$ cat config.mk
export PLATFORM = sky130hd
export DESIGN_NAME = pbd_insertion_constraint_gradient_top_flat
export DESIGN_NICKNAME = d
export VERILOG_FILES = /design/src/design/pbd_pkg.sv /design/src/design/pbd_in_if.sv /design/src/design/pbd_out_if.sv /design/src/design/pbd_mul.sv /design/src/design/pbd_root_div.sv /design/src/design/pbd_insertion_constraint_gradient_top.sv /design/src/flat_wrapper.sv
export SDC_FILE = /design/constraint.sdc
export NUM_CORES = 2
export LEC_CHECK = 0
export BUFFER_PORTS_ARGS = -buffer_cell sky130_fd_sc_hd__buf_2
export CAP_MARGIN = 0
export CORE_MARGIN = 2
export CORE_UTILIZATION = 55
export DETAILED_ROUTE_END_ITERATION = 8
export HOLD_SLACK_MARGIN = 0.08
export PLACE_DENSITY_LB_ADDON = 0.15
export SYNTH_ARGS = -nofsm -noshare
export SYNTH_HDL_FRONTEND = slang
export SYNTH_SLANG_ARGS = --single-unit
$ cat constraint.sdc
create_clock -name i_clk -period 29.4 [get_ports i_clk]
set_input_delay 1.47 -clock i_clk [delete_from_list [all_inputs] [get_ports i_clk]]
set_output_delay 1.47 -clock i_clk [all_outputs]
set_load 0.005 [all_outputs]
$ cat src/design/pbd_pkg.sv
// ----------------------------------------------------------------------------
// pbd_pkg: shared types and constants
// State encoding, root/divide unit control and the fixed widths of the block.
// ----------------------------------------------------------------------------
package pbd_pkg;

    localparam int POS_W      = 32;
    localparam int WGT_W      = 17;
    localparam int GRAD_W     = 18;
    localparam int NUM_SLOTS  = 5;
    localparam int SQRT_STEPS = 44;
    localparam int DIV_STEPS  = 61;

    typedef enum logic [3:0] {
        ST_LOAD,
        ST_WSUM,
        ST_SQ,
        ST_SQRT_GO,
        ST_SQRT,
        ST_DIV_GO,
        ST_DIV,
        ST_GRAD,
        ST_OUT
    } t_state;

    typedef enum logic {
        RD_SQRT,
        RD_DIV
    } t_rd_mode;

    typedef struct packed {
        logic     start;
        t_rd_mode mode;
    } t_rd_ctrl;

    typedef struct packed {
        logic busy;
        logic done;
    } t_rd_stat;

endpackage

$ cat src/design/pbd_in_if.sv
// ----------------------------------------------------------------------------
// pbd_in_if: position input channel
// One word carries the slot tag and the three coordinates of a particle.
// ----------------------------------------------------------------------------
interface pbd_in_if;
    logic               valid;
    logic               ready;
    logic [2:0]         slot;
    logic signed [31:0] pos_x;
    logic signed [31:0] pos_y;
    logic signed [31:0] pos_z;

    modport source (output valid, slot, pos_x, pos_y, pos_z, input ready);
    modport sink   (input valid, slot, pos_x, pos_y, pos_z, output ready);
endinterface

$ cat src/design/pbd_out_if.sv
// ----------------------------------------------------------------------------
// pbd_out_if: gradient output channel
// One word carries the gradient of one particle and the constraint value.
// ----------------------------------------------------------------------------
interface pbd_out_if;
    logic               valid;
    logic               ready;
    logic [2:0]         grad_slot;
    logic signed [17:0] grad_x;
    logic signed [17:0] grad_y;
    logic signed [17:0] grad_z;
    logic [31:0]        distance;
    logic               active;
    logic               last;

    modport source (output valid, grad_slot, grad_x, grad_y, grad_z, distance, active, last,
                    input ready);
    modport sink   (input valid, grad_slot, grad_x, grad_y, grad_z, distance, active, last,
                    output ready);
endinterface

$ cat src/design/pbd_mul.sv
// ----------------------------------------------------------------------------
// pbd_mul: shared multiplier
// Unsigned 36 x 18 multiply with a registered product.
// ----------------------------------------------------------------------------
module pbd_mul
    import pbd_pkg::*;
(
    input  logic        i_clk,
    input  logic [35:0] i_a,
    input  logic [17:0] i_b,
    output logic [53:0] o_p
);
    logic [53:0] r_p;

    always_ff @(posedge i_clk) begin
        r_p <= {18'b0, i_a} * {36'b0, i_b};
    end

    assign o_p = r_p;
endmodule

$ cat src/design/pbd_root_div.sv
// ----------------------------------------------------------------------------
// pbd_root_div: bit-serial square root and divider
// One shared compare/subtract resolves one result bit per cycle.
// ----------------------------------------------------------------------------
module pbd_root_div
    import pbd_pkg::*;
(
    input  logic        i_clk,
    input  logic        i_rst_n,
    input  t_rd_ctrl    i_ctrl,
    input  logic [87:0] i_num,
    input  logic [43:0] i_den,
    output t_rd_stat    o_stat,
    output logic [43:0] o_res
);
    logic        r_busy;
    logic        r_done;
    logic [5:0]  r_cnt;
    t_rd_mode    r_mode;
    logic [46:0] r_rem;
    logic [87:0] r_num;
    logic [43:0] r_res;
    logic [43:0] r_den;

    logic [46:0] cur;
    logic [46:0] trial;
    logic [47:0] diff;
    logic        ge;

    always_comb begin
        unique case (r_mode)
            RD_SQRT: begin
                cur   = {r_rem[44:0], r_num[87:86]};
                trial = {1'b0, r_res, 2'b01};
            end
            RD_DIV: begin
                cur   = {r_rem[45:0], r_num[87]};
                trial = {3'b0, r_den};
            end
        endcase
        diff = {1'b0, cur} - {1'b0, trial};
        ge   = ~diff[47];
    end

    always_ff @(posedge i_clk) begin
        if (!i_rst_n) begin
            r_busy <= 1'b0;
            r_done <= 1'b0;
            r_cnt  <= '0;
            r_mode <= RD_SQRT;
        end else begin
            r_done <= 1'b0;
            if (i_ctrl.start) begin
                r_busy <= 1'b1;
                r_mode <= i_ctrl.mode;
                r_cnt  <= (i_ctrl.mode == RD_SQRT) ? 6'(SQRT_STEPS - 1) : 6'(DIV_STEPS - 1);
            end else if (r_busy) begin
                if (r_cnt == 6'd0) begin
                    r_busy <= 1'b0;
                    r_done <= 1'b1;
                end else begin
                    r_cnt <= r_cnt - 6'd1;
                end
            end
        end
    end

    always_ff @(posedge i_clk) begin
        if (i_ctrl.start) begin
            r_rem <= '0;
            r_res <= '0;
            r_num <= i_num;
            r_den <= i_den;
        end else if (r_busy) begin
            r_rem <= ge ? diff[46:0] : cur;
            r_res <= {r_res[42:0], ge};
            r_num <= (r_mode == RD_SQRT) ? {r_num[85:0], 2'b00} : {r_num[86:0], 1'b0};
        end
    end

    assign o_stat.busy = r_busy;
    assign o_stat.done = r_done;
    assign o_res       = r_res;

`ifndef NO_ASSERTIONS
    a_no_restart: assert property (@(posedge i_clk) disable iff (!i_rst_n)
        i_ctrl.start |-> !r_busy)
        else $error("root/divide unit started while busy");
`endif
endmodule

$ cat src/design/pbd_insertion_constraint_gradient_top.sv
// ----------------------------------------------------------------------------
// pbd_insertion_constraint_gradient_top: thread insertion constraint gradient
// Loads five particle positions and emits five distance-constraint gradients.
// ----------------------------------------------------------------------------
// A position word that does not complete the set of five slots is taken. The
// word that completes the set starts the evaluation, and the block stays busy
// until the last gradient word is taken, including any output stall. The
// evaluation forms weighted sums and squares on the shared multiplier, then
// the 44-step bit-serial square root with its start and hand-off states.
// Three 61-step divisions follow on the same root/divide unit, and each of
// the five gradient words is built on the multiplier and then held on the
// output until it is taken. When the two points coincide, the root and the
// divisions are skipped. Input is not ready during the evaluation.
module pbd_insertion_constraint_gradient_top
    import pbd_pkg::*;
(
    input  logic       i_clk,
    input  logic       i_rst_n,
    pbd_in_if.sink     i_in,
    pbd_out_if.source  o_out,
    input  logic       i_cfg_we,
    input  logic [2:0] i_cfg_index,
    input  logic [16:0] i_cfg_data
);
    t_state             r_state, n_state;
    logic [4:0]         r_mask, n_mask;
    logic [2:0]         r_sl, n_sl;
    logic [1:0]         r_ax, n_ax;
    logic               r_ph, n_ph;
    logic               r_half, n_half;
    logic [2:0]         r_k, n_k;
    logic signed [51:0] r_acc, n_acc;
    logic               r_psign, n_psign;
    logic signed [35:0] r_t, n_t;
    logic signed [36:0] r_d [0:2];
    logic signed [36:0] n_d [0:2];
    logic [71:0]        r_s, n_s;
    logic [43:0]        r_n, n_n;
    logic [31:0]        r_dist, n_dist;
    logic               r_active, n_active;
    logic [16:0]        r_u [0:2];
    logic [16:0]        n_u [0:2];
    logic [17:0]        r_g [0:2];
    logic [17:0]        n_g [0:2];

    logic signed [31:0] r_pos [0:4][0:2];
    logic [16:0]        r_w [0:4];

    logic [35:0]        mul_a;
    logic [17:0]        mul_b;
    logic [53:0]        prod;
    t_rd_ctrl           rd_ctrl;
    t_rd_stat           rd_stat;
    logic [87:0]        rd_num;
    logic [43:0]        rd_res;

    logic signed [31:0] p_sel;
    logic [31:0]        p_mag;
    logic signed [51:0] term, acc_sum, rounded;
    logic [35:0]        d_mag;
    logic [4:0]         mask_new;
    logic [17:0]        uq, gr, gm;
    logic               neg;

    pbd_mul u_mul (
        .i_clk (i_clk),
        .i_a   (mul_a),
        .i_b   (mul_b),
        .o_p   (prod)
    );

    pbd_root_div u_root_div (
        .i_clk   (i_clk),
        .i_rst_n (i_rst_n),
        .i_ctrl  (rd_ctrl),
        .i_num   (rd_num),
        .i_den   (r_n),
        .o_stat  (rd_stat),
        .o_res   (rd_res)
    );

    assign i_in.ready = (r_state == ST_LOAD);

    always_comb begin
        p_sel   = r_pos[r_sl][r_ax];
        p_mag   = p_sel[31] ? 32'(-p_sel) : 32'(p_sel);
        term    = r_psign ? -$signed({4'b0, prod[47:0]}) : $signed({4'b0, prod[47:0]});
        acc_sum = r_acc + term;
        rounded = acc_sum + 52'sh8000;
        d_mag   = r_d[r_ax][36] ? 36'(-r_d[r_ax]) : r_d[r_ax][35:0];
        // The quotient carries one extra fraction bit; halve it, rounding up.
        uq      = {1'b0, rd_res[17:1]} + {17'b0, rd_res[0]};
        gr      = 18'((prod[33:0] + 34'h8000) >> 16);
        gm      = (gr > 18'h10000) ? 18'h10000 : gr;
        neg     = r_d[r_ax][36] ^ (r_k >= 3'd2);
        mask_new = r_mask | (5'd1 << i_in.slot);
    end

    always_comb begin
        n_state  = r_state;
        n_mask   = r_mask;
        n_sl     = r_sl;
        n_ax     = r_ax;
        n_ph     = r_ph;
        n_half   = r_half;
        n_k      = r_k;
        n_acc    = r_acc;
        n_psign  = r_psign;
        n_t      = r_t;
        n_d      = r_d;
        n_s      = r_s;
        n_n      = r_n;
        n_dist   = r_dist;
        n_active = r_active;
        n_u      = r_u;
        n_g      = r_g;
        mul_a    = '0;
        mul_b    = '0;
        rd_ctrl.start = 1'b0;
        rd_ctrl.mode  = RD_SQRT;
        rd_num   = {r_s, 16'b0};

        unique case (r_state)
            ST_LOAD: begin
                if (i_in.valid && i_in.slot < 3'(NUM_SLOTS)) begin
                    if (mask_new == 5'h1F) begin
                        n_mask  = '0;
                        n_state = ST_WSUM;
                        n_sl    = '0;
                        n_ax    = '0;
                        n_ph    = 1'b0;
                        n_acc   = '0;
                    end else begin
                        n_mask = mask_new;
                    end
                end
            end
            ST_WSUM: begin
                mul_a = {4'b0, p_mag};
                mul_b = {1'b0, r_w[r_sl]};
                if (!r_ph) begin
                    n_psign = p_sel[31];
                    n_ph    = 1'b1;
                end else begin
                    n_ph = 1'b0;
                    if (r_sl == 3'd1) begin
                        n_t   = rounded[51:16];
                        n_acc = '0;
                    end else if (r_sl == 3'd4) begin
                        n_d[r_ax] = {rounded[51], rounded[51:16]} - {r_t[35], r_t};
                        n_acc     = '0;
                    end else begin
                        n_acc = acc_sum;
                    end
                    if (r_sl == 3'd4) begin
                        n_sl = '0;
                        if (r_ax == 2'd2) begin
                            n_state = ST_SQ;
                            n_ax    = '0;
                            n_half  = 1'b0;
                            n_s     = '0;
                        end else begin
                            n_ax = r_ax + 2'd1;
                        end
                    end else begin
                        n_sl = r_sl + 3'd1;
                    end
                end
            end
            ST_SQ: begin
                // The square of each component is built from two partial products.
                mul_a = d_mag;
                mul_b = r_half ? d_mag[35:18] : d_mag[17:0];
                if (!r_ph) begin
                    n_ph = 1'b1;
                end else begin
                    n_ph   = 1'b0;
                    n_s    = r_s + (r_half ? {prod, 18'b0} : {18'b0, prod});
                    n_half = ~r_half;
                    if (r_half) begin
                        if (r_ax == 2'd2) begin
                            n_ax = '0;
                            if (r_d[0] != '0 || r_d[1] != '0 || r_d[2] != '0) begin
                                n_state = ST_SQRT_GO;
                            end else begin
                                n_u[0]   = '0;
                                n_u[1]   = '0;
                                n_u[2]   = '0;
                                n_dist   = '0;
                                n_active = 1'b0;
                                n_k      = '0;
                                n_state  = ST_GRAD;
                            end
                        end else begin
                            n_ax = r_ax + 2'd1;
                        end
                    end
                end
            end
            ST_SQRT_GO: begin
                rd_ctrl.start = 1'b1;
                rd_ctrl.mode  = RD_SQRT;
                n_state       = ST_SQRT;
            end
            ST_SQRT: begin
                if (rd_stat.done) begin
                    n_n      = rd_res;
                    n_dist   = (rd_res[43:40] != 4'd0) ? 32'hFFFF_FFFF : rd_res[39:8];
                    n_active = 1'b1;
                    n_ax     = '0;
                    n_state  = ST_DIV_GO;
                end
            end
            ST_DIV_GO: begin
                rd_ctrl.start = 1'b1;
                rd_ctrl.mode  = RD_DIV;
                rd_num        = {d_mag, 25'b0, 27'b0};
                n_state       = ST_DIV;
            end
            ST_DIV: begin
                if (rd_stat.done) begin
                    n_u[r_ax] = (uq > 18'h10000) ? 17'h10000 : uq[16:0];
                    if (r_ax == 2'd2) begin
                        n_ax    = '0;
                        n_k     = '0;
                        n_ph    = 1'b0;
                        n_state = ST_GRAD;
                    end else begin
                        n_ax    = r_ax + 2'd1;
                        n_state = ST_DIV_GO;
                    end
                end
            end
            ST_GRAD: begin
                mul_a = {19'b0, r_u[r_ax]};
                mul_b = {1'b0, r_w[r_k]};
                if (!r_ph) begin
                    n_ph = 1'b1;
                end else begin
                    n_ph      = 1'b0;
                    n_g[r_ax] = neg ? -gm : gm;
                    if (r_ax == 2'd2) begin
                        n_ax    = '0;
                        n_state = ST_OUT;
                    end else begin
                        n_ax = r_ax + 2'd1;
                    end
                end
            end
            ST_OUT: begin
                if (o_out.ready) begin
                    if (r_k == 3'd4) begin
                        n_state = ST_LOAD;
                    end else begin
                        n_k     = r_k + 3'd1;
                        n_state = ST_GRAD;
                    end
                end
            end
            default: begin
                n_state = ST_LOAD;
            end
        endcase
    end

    always_ff @(posedge i_clk) begin
        if (!i_rst_n) begin
            r_state <= ST_LOAD;
            r_mask  <= '0;
            r_sl    <= '0;
            r_ax    <= '0;
            r_ph    <= 1'b0;
            r_half  <= 1'b0;
            r_k     <= '0;
            for (int i = 0; i < NUM_SLOTS; i++) begin
                r_w[i] <= '0;
            end
        end else begin
            r_state <= n_state;
            r_mask  <= n_mask;
            r_sl    <= n_sl;
            r_ax    <= n_ax;
            r_ph    <= n_ph;
            r_half  <= n_half;
            r_k     <= n_k;
            if (i_cfg_we && i_cfg_index < 3'(NUM_SLOTS)) begin
                r_w[i_cfg_index] <= i_cfg_data;
            end
        end
    end

    always_ff @(posedge i_clk) begin
        r_acc    <= n_acc;
        r_psign  <= n_psign;
        r_t      <= n_t;
        r_d      <= n_d;
        r_s      <= n_s;
        r_n      <= n_n;
        r_dist   <= n_dist;
        r_active <= n_active;
        r_u      <= n_u;
        r_g      <= n_g;
        if (i_in.valid && i_in.ready && i_in.slot < 3'(NUM_SLOTS)) begin
            r_pos[i_in.slot][0] <= i_in.pos_x;
            r_pos[i_in.slot][1] <= i_in.pos_y;
            r_pos[i_in.slot][2] <= i_in.pos_z;
        end
    end

    assign o_out.valid     = (r_state == ST_OUT);
    assign o_out.grad_slot = r_k;
    assign o_out.grad_x    = r_g[0];
    assign o_out.grad_y    = r_g[1];
    assign o_out.grad_z    = r_g[2];
    assign o_out.distance  = r_dist;
    assign o_out.active    = r_active;
    assign o_out.last      = (r_k == 3'd4);

`ifndef NO_ASSERTIONS
    a_out_blocks_in: assert property (@(posedge i_clk) disable iff (!i_rst_n)
        o_out.valid |-> !i_in.ready)
        else $error("input ready while a gradient word is pending");
    a_mask_cleared: assert property (@(posedge i_clk) disable iff (!i_rst_n)
        r_mask != 5'h1F)
        else $error("slot mask left full after completion");
    a_last_done: assert property (@(posedge i_clk) disable iff (!i_rst_n)
        (o_out.valid && o_out.ready && o_out.last) |=> i_in.ready)
        else $error("block not idle after the final gradient word");
`endif
endmodule

$ cat src/flat_wrapper.sv
// flat-port wrapper written by rule: the top's interface ports become plain ports
module pbd_insertion_constraint_gradient_top_flat import pbd_pkg::*;
  (i_clk, i_rst_n, i_cfg_we, i_cfg_index, i_cfg_data, i_in_valid, i_in_slot, i_in_pos_x, i_in_pos_y, i_in_pos_z, i_in_ready, o_out_valid, o_out_grad_slot, o_out_grad_x, o_out_grad_y, o_out_grad_z, o_out_distance, o_out_active, o_out_last, o_out_ready);
  pbd_in_if i_in_i ();
  pbd_out_if o_out_i ();
  input  logic i_clk;
  input  logic i_rst_n;
  input  logic i_cfg_we;
  input  logic [2:0] i_cfg_index;
  input  logic [16:0] i_cfg_data;
  input wire logic [$bits(i_in_i.valid)-1:0] i_in_valid;
  input wire logic [$bits(i_in_i.slot)-1:0] i_in_slot;
  input wire logic [$bits(i_in_i.pos_x)-1:0] i_in_pos_x;
  input wire logic [$bits(i_in_i.pos_y)-1:0] i_in_pos_y;
  input wire logic [$bits(i_in_i.pos_z)-1:0] i_in_pos_z;
  output wire logic [$bits(i_in_i.ready)-1:0] i_in_ready;
  output wire logic [$bits(o_out_i.valid)-1:0] o_out_valid;
  output wire logic [$bits(o_out_i.grad_slot)-1:0] o_out_grad_slot;
  output wire logic [$bits(o_out_i.grad_x)-1:0] o_out_grad_x;
  output wire logic [$bits(o_out_i.grad_y)-1:0] o_out_grad_y;
  output wire logic [$bits(o_out_i.grad_z)-1:0] o_out_grad_z;
  output wire logic [$bits(o_out_i.distance)-1:0] o_out_distance;
  output wire logic [$bits(o_out_i.active)-1:0] o_out_active;
  output wire logic [$bits(o_out_i.last)-1:0] o_out_last;
  input wire logic [$bits(o_out_i.ready)-1:0] o_out_ready;
  assign i_in_i.valid = i_in_valid;
  assign i_in_i.slot = i_in_slot;
  assign i_in_i.pos_x = i_in_pos_x;
  assign i_in_i.pos_y = i_in_pos_y;
  assign i_in_i.pos_z = i_in_pos_z;
  assign i_in_ready = i_in_i.ready;
  assign o_out_valid = o_out_i.valid;
  assign o_out_grad_slot = o_out_i.grad_slot;
  assign o_out_grad_x = o_out_i.grad_x;
  assign o_out_grad_y = o_out_i.grad_y;
  assign o_out_grad_z = o_out_i.grad_z;
  assign o_out_distance = o_out_i.distance;
  assign o_out_active = o_out_i.active;
  assign o_out_last = o_out_i.last;
  assign o_out_i.ready = o_out_ready;
  pbd_insertion_constraint_gradient_top u_core (.i_clk(i_clk), .i_rst_n(i_rst_n), .i_in(i_in_i), .o_out(o_out_i), .i_cfg_we(i_cfg_we), .i_cfg_index(i_cfg_index), .i_cfg_data(i_cfg_data));
endmodule
Word-level counts from Yosys, hierarchy flattened:

Memories as Yosys holds them, arrays and structs flattened. A register that Yosys moved wholly into a read port is not among the register bits.
Index checks and enable logic that the tools add are counted.

* RAM bits: 565
* output and inout port bits: 93
* flip-flop bits (word level): 758
* memories: 2

Memory list
* u_core.r_pos: words 5, width 96, read ports 1, clocked after Yosys merged registers in 1, wr ports 1, line pbd_insertion_constraint_gradient_top.sv:46 `logic signed [31:0] r_pos [0:4][0:2];`
* u_core.r_w: words 5, width 17, read ports 2, clocked after Yosys merged registers in 2, wr ports 5, line pbd_insertion_constraint_gradient_top.sv:47 `logic [16:0] r_w [0:4];`

* multiply operators: 1
* equality and inequality tests: 30
* bitwise logic cells: 10
* add/subtract/negate cells: 15
* reductions and logical operators: 39
* mux-type cells: 142
* order comparisons: 7
* shift operators: 1

Operators by type and width (number)
* 2-to-1 mux 72 bit: 5
* 2-to-1 mux 88 bit: 4
* 2-to-1 mux 52 bit: 6
* 2-to-1 mux 32 bit: 9
* 2-to-1 mux 51 bit: 5
* one-hot mux 47 bit (2 select lines): 2
* one-hot mux 72 bit (2 select lines): 1
* bitwise mux 111 bit: 1
* 2-to-1 mux 37 bit: 3
* nonzero test 37 bit: 3
* one-hot mux 36 bit (3 select lines): 1
* one-hot mux 52 bit (2 select lines): 1
* one-hot mux 51 bit (2 select lines): 1
* 2-to-1 mux 17 bit: 5
* binary-select mux 37 bit (select 2 bit): 1
* demux 37 bit (select 2 bit): 1
* adder 72 bit: 1
* 2-to-1 mux 18 bit: 4
* binary-select mux 32 bit (select 2 bit): 1
* one-hot mux 32 bit (2 select lines): 1
* 2-to-1 mux 3 bit: 21
* bitwise mux 54 bit: 1
* multiplier 36 x 18 -> 54 bit: 1
* one-hot mux 18 bit (3 select lines): 1
* other kinds (69): 165

Longest topological paths before layout:

* word-level depth: 10
* depth in mapped cells: 44

Cells and area by module:

A second synthesis with hierarchy kept.

* cells, all modules: 8635
* area total of the unflattened synthesis: 93480.9 µm²

Modules (own cells, without submodules)
* pbd_insertion_constraint_gradient_top: sequential area each 32631.3 µm², cells an instance 4847, area each 58713.8 µm², instances 1
* pbd_mul: sequential area each 1081.0 µm², cells an instance 2438, area each 21404.3 µm², instances 1
* pbd_root_div: sequential area each 5945.7 µm², cells an instance 1350, area each 13362.8 µm², instances 1

Worst setup path after synthesis:

OpenSTA, ideal clock, no wires.

* path type: input port to flip-flop
* from: in i_in_slot[0]
* to: mem u_core.r_pos[2][0] (netlist name) (enable)
* setup slack: 16670 ps
* cell stages on the path: 4
* buffers on the path: 1
* arrival time: 11907 ps
* library setup time: 823 ps
* cells stage by stage: clkbuf_1 > o21ai_0 > nand3_1 > nor4b_1

* cells in the longest elaborated chain, start to end: 4

Ends and longest elaborated chain
* start, declared: line flat_wrapper.sv:12 `input wire logic [$bits(i_in_i.slot)-1:0] i_in_slot;`
* < comparator 3 bit: line pbd_insertion_constraint_gradient_top.sv:303 `if (i_in.valid && i_in.ready && i_in.slot < 3'(NUM_SLOTS)) begin`
* logical AND 1 bit: line pbd_insertion_constraint_gradient_top.sv:303
* 2-to-1 mux 1 bit: line pbd_insertion_constraint_gradient_top.sv:303
* 2-to-1 mux 1 bit (implied by the code): line pbd_insertion_constraint_gradient_top.sv:306 `r_pos[i_in.slot][2] <= i_in.pos_z;`
* end, declared: line pbd_insertion_constraint_gradient_top.sv:46

Parallel ways exist; a longest one is shown, timed or not.

Worst setup path in the final report:

* from: reg u_core.r_ax[1]
* to: reg u_core.u_mul.r_p[51], in the netlist u_core.u_mul.o_p[51]

* cells in the longest elaborated chain, start to end: 9
* elaborated cells between the ends (all ways): 18

Ends and longest elaborated chain
* start, declared: line pbd_insertion_constraint_gradient_top.sv:28 `logic [1:0] r_ax, n_ax;`
* start signal, assigned: line pbd_insertion_constraint_gradient_top.sv:282 `r_ax <= n_ax;`
* NOT 2 -> 3 bit (implied by the code) (*): line pbd_insertion_constraint_gradient_top.sv:85, pbd_insertion_constraint_gradient_top.sv:90, pbd_insertion_constraint_gradient_top.sv:235
* binary-select mux 37 bit (select 2 bit): line pbd_insertion_constraint_gradient_top.sv:90 `d_mag = r_d[r_ax][36] ? 36'(-r_d[r_ax]) : r_d[r_ax][35:0];`
* 2-to-1 mux 37 bit (implied by the code) (2 in series): line pbd_insertion_constraint_gradient_top.sv:90
* negator 36 bit: line pbd_insertion_constraint_gradient_top.sv:90
* 2-to-1 mux 36 bit: line pbd_insertion_constraint_gradient_top.sv:90
* 2-to-1 mux 18 bit: line pbd_insertion_constraint_gradient_top.sv:173 `mul_b = r_half ? d_mag[35:18] : d_mag[17:0];`
* one-hot mux 18 bit (3 select lines): line pbd_insertion_constraint_gradient_top.sv:123 `unique case (r_state)`
* multiplier 36 x 18 -> 54 bit (*): line pbd_mul.sv:16 `r_p <= {18'b0, i_a} * {36'b0, i_b};`
* end signal, assigned: line pbd_mul.sv:16
* end, declared: line pbd_mul.sv:13 `logic [53:0] r_p;`

Mark *: on every way between the ends. The rest lies on a longest branch, timed or not. The select of a mux whose other input is x is not followed.
A chain may end at the register's enable or synchronous reset.

==> key figures <==
CTS
  • Clock buffer depth: 3
  • Clock Latency Late Sink: 0.82 ns
  • Post-CTS Setup Bufs: 0
  • Post-cts hold buffer count: 0
  • H-Tree Depth: 4
  • Post-CTS resize count: 0
  • CTS Buf Count: 148
  • CTS tree: built
  • Clock slew seen by the registers of the worst setup and hold paths: 0.06 ns
  • Sink Count: 1364
  • Root Buffer: clkbuf_16

Floorplanning
  • Core area: 165000 um^2
  • I/O pin count: 217
  • Row Count: 149
  • Die area: 170000 um^2
  • Initial Util: 55.5%
  • Die width: 412 um
  • Chip height: 412 um

Logic synthesis
  • EDFF count, synth: 1186
  • Mapped Cells: 8363
  • Synth Warn #: 0
  • Mean Syn Cell Area: 11.0 um^2
  • FF+latch count, synth: 1364
  • Commonest cells post-synth: 1186 x edfxtp_1, 807 x nand2_1, 767 x inv_1
  • Post-synth top area share: 38.8%
  • Leading post-synthesis cells by cell area: edfxtp_1 39%, fa_1 12%, ha_1 4.7%, mux4_2 4.2%, dfxtp_1 3.9%
  • Synth async-reset ratio: 0%
  • Largest area contributor in the synthesized netlist: edfxtp_1
  • Most frequent cell after synthesis: edfxtp_1
  • Mapped cell area: 91800 um^2
  • Post-synth cell types: 98
  • Sequential element share of the synthesized area: 42.7%
  • Post-synth top flop: edfxtp_1

Critical path
  • Top delay family on crit path: compound AO/OA/AOI/OAI gates
  • Crit path largest cell delay: 1.02 ns
  • Critical-path maximum fanout: 58
  • CP most frequent cell: fa_1
  • Worst Path Class, Setup: reg -> reg
  • Buf/Inv on CP: 6
  • WP data arrival: 13.88 ns
  • Setup crit end kind: flop
  • Critical Path RT: 30.15 ns
  • Startpoint Class: flop
  • Worst setup path start: u_core.r_ax[1]
  • Slowest-stage cell, CP: xnor2_1
  • Worst reg2reg startpoint: u_core.r_ax[1]

STA
  • Slew headroom: 8.88%
  • Final Hold Vio Count: 0
  • Fmax: 76.1 MHz
  • Slew at the pin with the worst max-slew slack: 1.36 ns
  • Final Worst Setup Slack: 16.26 ns
  • Number of endpoints failing setup at the final stage: 0
  • Hold WS: 0.409 ns
  • Tcrit/Tclk final: 44.7%
  • Max Clock Skew: 0.0418 ns
  • Setup TNS Final: 0 ns
  • RSZ-0062 raised after global routing: false
  • Final min period: 13.14 ns
  • Max Slew Vio Count: 0

Route
  • Post-route ant nets: 0
  • Vias per inst: 6.04
  • Wirelength, routed: 257 mm
  • DR vias: 65200
  • DRC viols: 0
  • DR iter-0 viols: 5970
  • Wire per inst: 23.8 um
  • Pre-antenna DRT Iters: 8

Placement
  • Post-DP Area: 95300 um^2
  • Number of buffers inserted by port buffering: 216
  • Worst slack, placed: 16.53 ns
  • Gp weighted congestion: 0.968
  • Post-DP HPWL: 184 mm

Job
  • Maxcap violations: 0

Global route
  • Total track usage: 30.4%
  • Overflow after GRT: 0
  • Global-route wire length before repair: 394 mm
  • Initial antenna violation count: 37
  • Largest net degree at the start of global routing: 80
  • Vias in the first global route: 66000

Layout
  • Share of cells above drive strength 1: 11.0%
  • Post-route cell area: 100000 um^2
  • Nets: 9488
  • Final Util: 60.6%
  • Layout area overhead: 9.21%

Pwr
  • Max IR drop VDD: 102 uV
  • Pwr/cell area: 96.6 nW/um^2
  • Lkg Pwr: 38.7 nW

Hold path
  • Worst Min Path Start: u_core.r_n[14]
  • Worst Hold Class: reg -> reg

Run status
  • Status: complete, no violations
[sequential cells by signal, indices dropped and copies added, names as in the netlist, 18 cells and up, named ones only]
register	flops
u_core.u_root_div.r_num	72
u_core.r_s	72
u_core.r_d	111
u_core.r_pos	480
u_core.o_out.distance	32
u_core.r_u	51
u_core.u_root_div.r_rem	46
u_core.u_root_div.r_den	44
u_core.o_out.grad_x	18
u_core.u_mul.o_p	54
u_core.r_acc	52
u_core.r_w	136
u_core.u_root_div.o_res	44
u_core.r_n	44
u_core.r_t	36
u_core.o_out.grad_z	18
u_core.o_out.grad_y	18
[per-stage QoR]
stage	power [mW]	cells
CTS	9.63	10800
finish	9.68	10800
global placement	7.62	10500
floorplan	6.31	8413
global route	10.3	10800
detailed placement	7.71	10500
[cell usage in the layout, fill, tap and decap left out, types with 216 or more instances in the layout]
master,n
edfxtp_1,1186
nand2_1,805
inv_1,765
nor2_1,696
fa_1,548
a21oi_1,437
ha_1,348
mux2i_1,337
o21ai_0,294
xnor2_1,269
buf_2,216
[layer usage]
| metal | track usage (%) | vias up | share of wire, % |
|---|---|---|---|
| met4 | 12.4 | 50 | 4.3 |
| li1 | - | 29600 | - |
| met2 | 48.0 | 2612 | 46 |
| met1 | 40.5 | 32300 | 42 |
| met5 | 0 | - | 0.12 |
| met3 | 7.15 | 601 | 8.3 |
[power breakdown]
part,switching (mW),internal (mW),leakage (nW)
registers,0.152,2.64,12.2
logic,3.24,1.77,24.2
clock network,0.797,1.08,2.36
[worst paths after layout]
kind / end / slack (ns) / depth (start not counted)
min: u_core.u_root_div.r_den[14] / 0.41 / 0
max reg2reg: u_core.u_mul.o_p[51] / 16.26 / 34
max: u_core.u_mul.o_p[51] / 16.26 / 34
min reg2reg: u_core.u_root_div.r_den[14] / 0.41 / 0
[cells by family (layout without fill, tap and decap cells)]
kind of cell / Yosys count / after routing / share of synthesized area (%)
buf+inv: 1217 / 1393 / 5.13
other cells: 1 / 63 / 0.00409
xor+xnor: 416 / 416 / 3.98
mux: 597 / 597 / 8.98
flops: 1364 / 1364 / 42.7
fa+ha+maj: 897 / 897 / 16.7
simple gates: 2393 / 2393 / 12.2
compound gates: 1478 / 1478 / 10.3
[worst reg2reg max path, delay by kind of cell (launching register included)]
kind	cells	cell delay (ns)
adder cells (fa/ha/maj)	7	3.48
multiplexers	1	0.39
flip-flops	1	0.83
XOR/XNOR	2	1.17
AO/OA/AOI/OAI	12	3.52
AND/OR/NAND/NOR	6	2.23
buffers and inverters	6	1.41
[layout make-up]
class | count | area, um^2
diodes | 12 | 30.0
fillers | 13400 | 65200
clock buffers | 194 | 3980
inverters | 771 | 2900
clock inverters | 77 | 902
flip-flops and latches | 1364 | 39200
well taps | 2189 | 2740
repair buffers | 351 | 2120
multi-input cells | 5832 | 48300
Power figures use the tool's default switching activity.
